File: config.mk
export PLATFORM = sky130hd
export DESIGN_NAME = obd_can_protocol_detector_unit
export DESIGN_NICKNAME = d
export VERILOG_FILES = /design/src/rtl/obdcan_pkg.sv /design/src/rtl/obdcan_core.sv /design/src/rtl/obd_can_protocol_detector_unit.sv
export SDC_FILE = /design/constraint.sdc
export NUM_CORES = 1
export LEC_CHECK = 0
export BUFFER_PORTS_ARGS = -buffer_cell sky130_fd_sc_hd__buf_2
export CORE_UTILIZATION = 30
export CTS_BUF_LIST = sky130_fd_sc_hd__clkbuf_4 sky130_fd_sc_hd__clkbuf_8 sky130_fd_sc_hd__clkbuf_16
export DETAILED_ROUTE_END_ITERATION = 16
export GPL_ROUTABILITY_DRIVEN = 0
export SYNTH_ARGS = -nofsm -noshare
export SYNTH_HDL_FRONTEND = slang
export SYNTH_SLANG_ARGS = --single-unit
File: constraint.sdc
create_clock -name aclk -period 8.71 [get_ports aclk]
set_input_delay 1.742 -clock aclk [delete_from_list [all_inputs] [get_ports aclk]]
set_output_delay 1.742 -clock aclk [all_outputs]
set_load 0.03 [all_outputs]
File: src/rtl/obdcan_pkg.sv
// Package for the OBD CAN protocol detector: transaction payload types,
// configuration register set, codes and reset values. No dependencies.
`default_nettype none

package obdcan_pkg;

    // Input operation codes.
    localparam logic [1:0] OP_TICK    = 2'd0;
    localparam logic [1:0] OP_FRAME   = 2'd1;
    localparam logic [1:0] OP_RESTART = 2'd2;

    // Link status codes.
    localparam logic [1:0] LINK_MATCHING = 2'd0;
    localparam logic [1:0] LINK_MATCHED  = 2'd1;
    localparam logic [1:0] LINK_FAILED   = 2'd2;

    // Protocol codes, shared by the trial register and the detected output.
    localparam logic [2:0] PROTO_NONE   = 3'd0;
    localparam logic [2:0] PROTO_J1939  = 3'd1;
    localparam logic [2:0] PROTO_11_250 = 3'd2;
    localparam logic [2:0] PROTO_29_250 = 3'd3;
    localparam logic [2:0] PROTO_11_500 = 3'd4;
    localparam logic [2:0] PROTO_29_500 = 3'd5;

    // Configuration register indexes.
    localparam int unsigned CFG_IDX_W = 3;
    localparam logic [CFG_IDX_W-1:0] CFG_ONLY_J1939   = 3'd0;
    localparam logic [CFG_IDX_W-1:0] CFG_REPLY_TMO    = 3'd1;
    localparam logic [CFG_IDX_W-1:0] CFG_RETRY_LIMIT  = 3'd2;
    localparam logic [CFG_IDX_W-1:0] CFG_J1939_GRACE  = 3'd3;
    localparam logic [CFG_IDX_W-1:0] CFG_J1939_LISTEN = 3'd4;

    // Frame content constants.
    localparam logic [15:0] PGN_F004      = 16'hF004;
    localparam logic [7:0]  SVC_MODE01_OK = 8'h41;
    localparam logic [7:0]  PID_SUPPORTED = 8'h00;
    localparam logic [7:0]  WAIT_MAX      = 8'hFF;
    localparam logic [3:0]  TIMEOUT_MAX   = 4'hF;

    typedef struct packed {
        logic [1:0]  op;
        logic        from_obd_port;
        logic [28:0] frame_id;
        logic        frame_extended;
        logic [7:0]  data_byte1;
        logic [7:0]  data_byte2;
        logic        id_blacklisted;
    } item_t;

    typedef struct packed {
        logic [1:0] link_status;
        logic [2:0] detected_protocol;
        logic       baud_is_500;
        logic       baud_program;
        logic       send_request;
        logic       request_extended;
    } result_t;

    typedef struct packed {
        logic       only_j1939_cfg;
        logic [7:0] reply_timeout;
        logic [3:0] retry_limit;
        logic [7:0] j1939_grace;
        logic [7:0] j1939_listen;
    } cfg_t;

    localparam cfg_t CFG_RESET = '{
        only_j1939_cfg: 1'b0,
        reply_timeout:  8'd10,
        retry_limit:    4'd3,
        j1939_grace:    8'd40,
        j1939_listen:   8'd30
    };

endpackage

`default_nettype wire

File: src/rtl/obdcan_core.sv
// Detection sequencer: holds the matching state and computes the next state
// and the result of one transaction. Depends on obdcan_pkg.
`default_nettype none

module obdcan_core (
    input  wire logic               aclk,
    input  wire logic               aresetn,
    input  wire logic               adv,
    input  wire obdcan_pkg::item_t  item,
    input  wire obdcan_pkg::cfg_t   cfg,
    output obdcan_pkg::result_t     result
);

    typedef enum logic [1:0] {
        PH_INIT   = 2'd0,
        PH_SEND   = 2'd1,
        PH_WAIT   = 2'd2,
        PH_LISTEN = 2'd3
    } phase_t;

    phase_t      phase_reg, phase_next;
    logic [2:0]  trial_reg, trial_next;
    logic        baud_reg, baud_next;
    logic        seen_reg, seen_next;
    logic [7:0]  wait_reg, wait_next;
    logic [3:0]  tmo_reg, tmo_next;
    logic        reply_reg, reply_next;
    logic [1:0]  link_reg, link_next;
    logic        learned_reg, learned_next;

    logic        only_mode;
    logic        is_f004;
    logic        reply_ok;
    logic        prog;
    logic        req;
    logic        req_ext;
    logic [7:0]  wait_bumped;
    logic [3:0]  tmo_bumped;
    logic [1:0]  match_code;

    // Evidence decode and saturating counter values.
    always_comb begin
        only_mode   = cfg.only_j1939_cfg | learned_reg;
        is_f004     = item.frame_extended && (item.frame_id[23:8] == obdcan_pkg::PGN_F004);
        reply_ok    = (item.data_byte1 == obdcan_pkg::SVC_MODE01_OK)
                   && (item.data_byte2 == obdcan_pkg::PID_SUPPORTED)
                   && !(item.frame_extended && item.id_blacklisted);
        wait_bumped = (wait_reg == obdcan_pkg::WAIT_MAX) ? wait_reg : wait_reg + 8'd1;
        tmo_bumped  = (tmo_reg == obdcan_pkg::TIMEOUT_MAX) ? tmo_reg : tmo_reg + 4'd1;
        // A match on an unknown trial code without J1939 evidence fails.
        if (seen_reg || (trial_reg >= obdcan_pkg::PROTO_11_250
                         && trial_reg <= obdcan_pkg::PROTO_29_500)) begin
            match_code = obdcan_pkg::LINK_MATCHED;
        end else begin
            match_code = obdcan_pkg::LINK_FAILED;
        end
    end

    // Next state for one transaction.
    always_comb begin
        phase_next   = phase_reg;
        trial_next   = trial_reg;
        baud_next    = baud_reg;
        seen_next    = seen_reg;
        wait_next    = wait_reg;
        tmo_next     = tmo_reg;
        reply_next   = reply_reg;
        link_next    = link_reg;
        learned_next = learned_reg;
        prog         = 1'b0;
        req          = 1'b0;
        req_ext      = 1'b0;

        if (adv) begin
            if (item.op == obdcan_pkg::OP_RESTART) begin
                phase_next   = PH_INIT;
                trial_next   = obdcan_pkg::PROTO_11_250;
                baud_next    = 1'b0;
                seen_next    = 1'b0;
                wait_next    = '0;
                tmo_next     = '0;
                reply_next   = 1'b0;
                link_next    = obdcan_pkg::LINK_MATCHING;
                learned_next = 1'b0;
            end else if (link_reg == obdcan_pkg::LINK_MATCHING
                         && item.op == obdcan_pkg::OP_TICK) begin
                unique case (phase_reg)
                    PH_INIT: begin
                        if (only_mode) begin
                            baud_next = 1'b0;
                        end
                        prog       = 1'b1;
                        tmo_next   = '0;
                        reply_next = 1'b0;
                        phase_next = (trial_reg == obdcan_pkg::PROTO_11_250) ? PH_LISTEN
                                                                              : PH_SEND;
                    end
                    PH_SEND: begin
                        if (!only_mode) begin
                            req     = 1'b1;
                            req_ext = !(trial_reg == obdcan_pkg::PROTO_11_250
                                        || trial_reg == obdcan_pkg::PROTO_11_500);
                        end
                        phase_next = PH_WAIT;
                        wait_next  = '0;
                    end
                    PH_WAIT: begin
                        if (reply_reg) begin
                            // At 250k, hold off a while in case J1939 shows up.
                            if (!baud_reg && !seen_reg) begin
                                wait_next = wait_bumped;
                                if (wait_bumped > cfg.j1939_grace) begin
                                    link_next = match_code;
                                end
                            end else begin
                                link_next = match_code;
                            end
                        end else if (wait_reg > cfg.reply_timeout) begin
                            tmo_next = tmo_bumped;
                            if (tmo_bumped >= cfg.retry_limit) begin
                                // Next variant; J1939 or the last ends it.
                                case (trial_reg)
                                    obdcan_pkg::PROTO_11_250: begin
                                        trial_next = obdcan_pkg::PROTO_29_250;
                                        baud_next  = 1'b0;
                                        phase_next = PH_INIT;
                                    end
                                    obdcan_pkg::PROTO_29_250: begin
                                        if (seen_reg) begin
                                            trial_next = obdcan_pkg::PROTO_NONE;
                                            link_next  = obdcan_pkg::LINK_MATCHED;
                                        end else begin
                                            trial_next = obdcan_pkg::PROTO_11_500;
                                            baud_next  = 1'b1;
                                            phase_next = PH_INIT;
                                        end
                                    end
                                    obdcan_pkg::PROTO_11_500: begin
                                        trial_next = obdcan_pkg::PROTO_29_500;
                                        baud_next  = 1'b1;
                                        phase_next = PH_INIT;
                                    end
                                    default: begin
                                        link_next = obdcan_pkg::LINK_FAILED;
                                    end
                                endcase
                            end else begin
                                phase_next = PH_SEND;
                            end
                        end else begin
                            wait_next = wait_bumped;
                        end
                    end
                    PH_LISTEN: begin
                        wait_next = wait_bumped;
                        if (wait_bumped > cfg.j1939_listen) begin
                            tmo_next   = '0;
                            reply_next = 1'b0;
                            phase_next = PH_SEND;
                        end
                    end
                    default: begin
                        phase_next = phase_reg;
                    end
                endcase
            end else if (link_reg == obdcan_pkg::LINK_MATCHING
                         && item.op == obdcan_pkg::OP_FRAME && item.from_obd_port) begin
                // Frames count only while waiting for a reply or listening.
                if (phase_reg == PH_WAIT) begin
                    if (!baud_reg && is_f004) begin
                        seen_next = 1'b1;
                    end
                    if (reply_ok) begin
                        wait_next  = '0;
                        reply_next = 1'b1;
                    end
                end else if (phase_reg == PH_LISTEN) begin
                    if (!baud_reg && is_f004) begin
                        seen_next    = 1'b1;
                        trial_next   = obdcan_pkg::PROTO_NONE;
                        learned_next = 1'b1;
                        link_next    = obdcan_pkg::LINK_MATCHED;
                    end
                end
            end
        end
    end

    // Result of the transaction, taken from the updated state.
    always_comb begin
        result.link_status = link_next;
        if (link_next == obdcan_pkg::LINK_MATCHED) begin
            result.detected_protocol = seen_next ? obdcan_pkg::PROTO_J1939 : trial_next;
        end else begin
            result.detected_protocol = obdcan_pkg::PROTO_NONE;
        end
        result.baud_is_500      = baud_next;
        result.baud_program     = prog;
        result.send_request     = req;
        result.request_extended = req_ext;
    end

    // Matching state.
    always_ff @(posedge aclk) begin
        if (!aresetn) begin
            phase_reg   <= PH_INIT;
            trial_reg   <= obdcan_pkg::PROTO_11_250;
            baud_reg    <= 1'b0;
            seen_reg    <= 1'b0;
            wait_reg    <= '0;
            tmo_reg     <= '0;
            reply_reg   <= 1'b0;
            link_reg    <= obdcan_pkg::LINK_MATCHING;
            learned_reg <= 1'b0;
        end else begin
            phase_reg   <= phase_next;
            trial_reg   <= trial_next;
            baud_reg    <= baud_next;
            seen_reg    <= seen_next;
            wait_reg    <= wait_next;
            tmo_reg     <= tmo_next;
            reply_reg   <= reply_next;
            link_reg    <= link_next;
            learned_reg <= learned_next;
        end
    end

    // Once decided, the link stays decided until a restart transaction.
    a_link_sticky: assert property (@(posedge aclk) disable iff (!aresetn)
        link_reg != obdcan_pkg::LINK_MATCHING && !(adv && item.op == obdcan_pkg::OP_RESTART)
        |=> $stable(link_reg))
        else $error("link status changed without a restart");

    // Learned J1939-only mode implies J1939 evidence.
    a_learned_seen: assert property (@(posedge aclk) disable iff (!aresetn)
        learned_reg |-> seen_reg && link_reg == obdcan_pkg::LINK_MATCHED)
        else $error("J1939-only mode learned without a J1939 match");

    // The 250k variants are only tried with the 250k baud selected.
    a_baud_trial: assert property (@(posedge aclk) disable iff (!aresetn)
        (trial_reg == obdcan_pkg::PROTO_11_250 || trial_reg == obdcan_pkg::PROTO_29_250)
        |-> !baud_reg)
        else $error("250k variant on the 500k baud");

endmodule

`default_nettype wire

File: src/rtl/obd_can_protocol_detector_unit.sv
// A result is registered and appears in the cycle after its input transaction is accepted.
// Throughput: one transaction per cycle; the sequencer updates in a single pass
// and the result register frees as it is taken, so a held result stalls input.
// Reset: synchronous active-low aresetn restores the configuration registers
// to their defaults and the sequencer to 11-bit/250k matching; no result waits.
// Top level of the OBD CAN protocol detector. Depends on obdcan_pkg, obdcan_core.
`default_nettype none

module obd_can_protocol_detector_unit (
    input  wire logic                                  aclk,
    input  wire logic                                  aresetn,
    input  wire logic                                  s_valid,
    output logic                                       s_ready,
    input  wire obdcan_pkg::item_t                     s_data,
    output logic                                       m_valid,
    input  wire logic                                  m_ready,
    output obdcan_pkg::result_t                        m_data,
    input  wire logic                                  cfg_valid,
    output logic                                       cfg_ready,
    input  wire logic [obdcan_pkg::CFG_IDX_W-1:0]      cfg_index,
    input  wire logic [7:0]                            cfg_data
);

    obdcan_pkg::cfg_t    cfg_reg, cfg_next;
    obdcan_pkg::result_t result_reg;
    obdcan_pkg::result_t step_result;
    logic                valid_reg, valid_next;
    logic                s_fire;

    // Input is taken whenever the result register is empty or being drained.
    assign s_ready   = !valid_reg || m_ready;
    assign s_fire    = s_valid && s_ready;
    assign cfg_ready = 1'b1;
    assign m_valid   = valid_reg;
    assign m_data    = result_reg;

    obdcan_core u_core (
        .aclk    (aclk),
        .aresetn (aresetn),
        .adv     (s_fire),
        .item    (s_data),
        .cfg     (cfg_reg),
        .result  (step_result)
    );

    // Configuration register writes; unknown indexes are ignored.
    always_comb begin
        cfg_next = cfg_reg;
        if (cfg_valid) begin
            unique case (cfg_index)
                obdcan_pkg::CFG_ONLY_J1939:   cfg_next.only_j1939_cfg = cfg_data[0];
                obdcan_pkg::CFG_REPLY_TMO:    cfg_next.reply_timeout  = cfg_data;
                obdcan_pkg::CFG_RETRY_LIMIT:  cfg_next.retry_limit    = cfg_data[3:0];
                obdcan_pkg::CFG_J1939_GRACE:  cfg_next.j1939_grace    = cfg_data;
                obdcan_pkg::CFG_J1939_LISTEN: cfg_next.j1939_listen   = cfg_data;
                default:                      cfg_next = cfg_reg;
            endcase
        end
    end

    // Result register occupancy.
    always_comb begin
        if (s_fire) begin
            valid_next = 1'b1;
        end else if (m_ready) begin
            valid_next = 1'b0;
        end else begin
            valid_next = valid_reg;
        end
    end

    always_ff @(posedge aclk) begin
        if (!aresetn) begin
            cfg_reg   <= obdcan_pkg::CFG_RESET;
            valid_reg <= 1'b0;
        end else begin
            cfg_reg   <= cfg_next;
            valid_reg <= valid_next;
        end
    end

    // Result payload.
    always_ff @(posedge aclk) begin
        if (s_fire) begin
            result_reg <= step_result;
        end
    end

    // Every accepted transaction yields a result in the next cycle.
    a_result_follows: assert property (@(posedge aclk) disable iff (!aresetn)
        s_fire |=> m_valid)
        else $error("accepted transaction produced no result");

    // A protocol is reported only with a matched link.
    a_proto_matched: assert property (@(posedge aclk) disable iff (!aresetn)
        m_valid && m_data.detected_protocol != obdcan_pkg::PROTO_NONE
        |-> m_data.link_status == obdcan_pkg::LINK_MATCHED)
        else $error("protocol reported without a match");

    // The request frame format is only given with a request strobe.
    a_req_ext: assert property (@(posedge aclk) disable iff (!aresetn)
        m_valid && m_data.request_extended |-> m_data.send_request)
        else $error("extended request flag without request");

    // A restart brings the link back to matching at 250k.
    a_restart: assert property (@(posedge aclk) disable iff (!aresetn)
        s_fire && s_data.op == obdcan_pkg::OP_RESTART
        |=> m_data.link_status == obdcan_pkg::LINK_MATCHING && !m_data.baud_is_500)
        else $error("restart did not reinitialize detection");

endmodule

`default_nettype wire

* Yosys cells after proc, flatten, opt, wreduce, memory -nomap -nowiden
Index checks and enable logic that the tools add are counted.
** Operators by class
- $mul :: 0
- Magnitude comparators :: 6
- Bitwise gates (word level) :: 4
- Reductions and logical operators :: 49
- Divide/modulo/power cells :: 0
- Add/sub/neg operators :: 2
- Shifts and indexed selects :: 0
- Muxes and demuxes :: 91
- Eq/ne operators :: 28
** Operators by type and width (count)
- $mux 8 :: 9
- $mux 2 :: 23
- $mux 3 :: 12
- $mux 1 :: 32
- $gt 8x8->1 :: 3
- $mux 4 :: 6
- $pmux 8 s3 :: 1
- $reduce_and 6->1 :: 3
- $eq 16x16->1 const B :: 1
- $reduce_and 7->1 :: 2
- $eq 3x2->1 const B :: 4
- $pmux 4 s3 :: 1
- $logic_and 1x1->1 :: 11
- $ne 5x5->1 const B :: 2
- $reduce_and 2->1 :: 5
- $reduce_bool 2->1 :: 5
- $pmux 3 s3 :: 1
- $reduce_bool 3->1 :: 3
- $add 8x1->8 const B :: 1
- $eq 8x7->1 const B :: 1
- $eq 8x8->1 const B :: 1
- $logic_not 8->1 :: 1
- $ne 4x3->1 const B :: 2
- $pmux 2 s2 :: 2
- other kinds (27) :: 48
** Storage, ports and cells
- Memory bits (writable) :: 0
- Flip-flop bits (word level) :: 62
- Logic and storage cells :: 202
- Input bits :: 66
- Memories :: 0
- Bits in latches :: 0
- ROM bits :: 0
- Output and inout bits :: 12

* Depth between registers and ports, before layout
- Word-level depth :: 14
- Gate-level depth with buffers :: 13
- Mapped depth without buffers :: 13

* Modules after synthesis
From an unflattened synthesis, not the netlist that was laid out.
** Second synthesis, totals
- Cell total of the unflattened synthesis :: 471
- Area total of the unflattened synthesis :: 4063.9 um^2
** By module, submodules not included
- obdcan_core :: cells an instance 339, times used 1, area each 2549.9 um^2
- obd_can_protocol_detector_unit :: cells an instance 132, times used 1, area each 1514.0 um^2

* Worst setup path after synthesis
Ideal clock, no wire load.
- Path type :: input to output
- Start :: in m_ready
- End :: out s_ready
- Data arrival time :: 2040 ps
- Required time :: 6968 ps
- Stages on the path :: 1
- Slack :: 4928 ps
- Path through :: nand2b_1
** Between the ends
- Word-level cells in the longest chain between the ends :: 1
** Ends and longest elaborated chain
- start: declaration :: RTL line obd_can_protocol_detector_unit.sv:16 : input wire logic m_ready,
- $logic_or 1x1->1 :: RTL line obd_can_protocol_detector_unit.sv:31 : assign s_ready = !valid_reg || m_ready;
- end: declaration :: RTL line obd_can_protocol_detector_unit.sv:13 : output logic s_ready,
No other way between the ends.

==> impl_metrics.env <==
export IMPL_status="finished, final reports clean"
export IMPL_via_count=3658
export IMPL_drt_initial_drc_count=210
export IMPL_cp_start_kind="primary input"
export IMPL_hold_path_endpoint="cfg_reg[7]"
export IMPL_clock_skew_final_ps=8.287
export IMPL_syn_num_nets=580
export IMPL_dp_hpwl_um=7805
export IMPL_async_reset_ff_share_pct=0
export IMPL_ys_warn_count=0
export IMPL_routed_via_density=5.145
export IMPL_cts_buffers=9
export IMPL_cts_resized=0
export IMPL_fillers=1255
export IMPL_power_frac_clock_pct=49.5
export IMPL_slew_headroom_pct=31.16
export IMPL_maxCapViolCount=0
export IMPL_hold_buffers=0
export IMPL_cts_sinks=62
export IMPL_final_net_count=638
export IMPL_grt_start_max_net_pins=32
export IMPL_mostFrequentLayoutCells="73 x nand2_1, 63 x buf_2, 53 x dfxtp_1"
export IMPL_die_x_um=115.1
export IMPL_grt_pass1_wl_um=16710
export IMPL_antenna_found_initial=0
export IMPL_r2r_slack_ps=4940
export IMPL_r2r_end="m_data[5]"
export IMPL_firstDrtPassIters=4
export IMPL_cts_reportedPaths_clkPinSlew_ps=50
export IMPL_n_antenna_cell=0
export IMPL_power_frac_seq_pct=41.1
export IMPL_final_common_cell="nand2_1"
export IMPL_dp_cells=695
export IMPL_power_density_nw_per_um2=158.9
export IMPL_clkLatencyLatePin_ps=330
export IMPL_yosysSeqAreaShare_pct=34.70
export IMPL_leakage_nw=1.847
export IMPL_finalSetupViolations=0
export IMPL_fin_tns_setup_ps=0
export IMPL_grt_pass1_vias=3432
export IMPL_yosys_register_bits=62
export IMPL_path_class="primary input to flop"
export IMPL_wl_um=10240
export IMPL_post_cts_buffers=0
export IMPL_min_period_ps=4073
export IMPL_worst_hold_path_type="flop to flop"
export IMPL_clockRootBuffer="clkbuf_16"
export IMPL_synth_area_per_cell_um2=7.992
export IMPL_ys_flop_type="dfxtp_1"
export IMPL_power_frac_comb_pct=9.4
export IMPL_p_sw_share_pct=24.00
export IMPL_fin_cells=711
export IMPL_antenna_left=0
export IMPL_crit_fanout=17
export IMPL_die_height_um=115.1
export IMPL_gr_total_overflow=0
export IMPL_whs_ps=455.4
export IMPL_std_cell_rows=40
export IMPL_grt_total_usage_pct=16.35
export IMPL_route_detailed_drc=0
export IMPL_h_tree_depth=3
export IMPL_wl_per_cell_um=14.40
export IMPL_worstRegToRegCells=12
export IMPL_synth_top_cell_area_share_pct=27.66
export IMPL_hold_viol=0
export IMPL_ctsLongestPathBuffers=2
export IMPL_drive_above_1_share_pct=16.76
export IMPL_ys_types=57
export IMPL_internal_power_uw=555.7
export IMPL_p_sw_uw=175.5
export IMPL_end_kind="flop"
export IMPL_die_area_um2=13240
export IMPL_syn_area_um2=3836
export IMPL_worstMarginPinSlew_ps=1031
export IMPL_fin_util_pct=37.52
export IMPL_port_buffers=63
export IMPL_ioPinCount=78
export IMPL_netlist_top_cells_area="dfxtp_1 28%, ha_1 11%, nand2_1 7.1%"
export IMPL_synth_edf_count=9
export IMPL_arrival_ps=4120
export IMPL_rsz0062_at_grt="no"
export IMPL_initial_core_util_pct=31.29
export IMPL_core_um2=12260
export IMPL_syn_inst=480
export IMPL_whs_path_depth=2
export IMPL_syn_to_final_growth_pct=19.93
export IMPL_timing_fmax_ghz=0.2455
export IMPL_cts_tree="yes"
export IMPL_hp_start="cfg_reg[7]"
export IMPL_crit_required_ps=8760
export IMPL_finalCritPeriodShare_pct=46.76
export IMPL_timing_rr_start="u_core.wait_reg[0]"
export IMPL_largest_register_ffs=29
export IMPL_drv_slew=0
export IMPL_ir_drop_mv=0.08925
export IMPL_yosys_area_top_type="dfxtp_1"
## through the flow
stage / setup WS (ps) / cell area [µm²] / power, mW
after global routing: 4391 / 4601 / 0.7580
final: 4637 / 4601 / 0.7311
after global placement: 4331 / 4299 / 0.3730
after detailed placement: 4238 / 4299 / 0.3749
after CTS: 4584 / 4601 / 0.7372
after floorplan: 4928 / 3836 / 0.3470
## power by group through the flow
stage / combinational, mW / clock, mW / sequential [mW]
2_1_floorplan: 0.0370 / 0 / 0.310
3_3_place_gp: 0.0669 / 0 / 0.306
3_5_place_dp: 0.0686 / 0 / 0.306
4_1_cts: 0.0691 / 0.368 / 0.300
5_1_grt: 0.0762 / 0.381 / 0.301
6_report: 0.0691 / 0.362 / 0.300
## per-layer routing
metal	vias to the layer above	global-route usage [%]	part of all wire, %
li1	1846	-	-
met1	1698	21.11	45
met2	95	26.67	48
met3	19	4.375	5.6
met4	0	4.848	1.6
met5	-	0	0
## final cells by class
type,count,area [µm²],share of cell area [%]
clock buffers,12,254.0,5.521
flip-flops and latches,62,1331,28.94
clock inverters,4,47.55,1.033
multi-input cells,364,2296,49.90
inverters,37,138.9,3.019
repair buffers,64,322.8,7.017
well taps,168,210.2,4.569
## worst max-delay path by stage
| stage | from | end | slack, ps |
|---|---|---|---|
| after floorplan | m_ready | s_ready | 4930 |
| after global placement | m_ready | m_data[5] | 4330 |
| after detailed placement | m_ready | m_data[5] | 4240 |
| after CTS | m_ready | m_data[5] | 4580 |
| after global routing | m_ready | m_data[5] | 4390 |
| final | m_ready | m_data[5] | 4640 |
## synthesized netlist by cell type (7+ instances only)
library cell,count
dfxtp_1,53
o211ai_1,15
nor3_1,10
ha_1,34
clkbuf_1,13
nand2_1,73
nor2_1,29
nand4_1,15
nand3_1,20
and3_1,7
edfxtp_1,9
nand2b_1,8
a21oi_1,42
inv_1,36
o21ai_0,24
## worst max-delay path: stages
cell,delay (ps)
buf_2,90
nand2b_1,160
nand2_1,340
clkinv_1,590
nand2_1,460
nand2_1,90
o31a_1,110
a31oi_1,380
nor4_1,140
## kinds of logic after synthesis
family	count (synthesis)	share of synthesized area (%)
mux	9	2.446
flops	62	34.70
compound gates	122	20.35
xor+xnor	6	1.370
fa+ha+maj	34	11.09
buf+inv	54	5.447
simple gates	192	24.49
other cells	1	0.09775
Power figures use the tool's default switching activity.
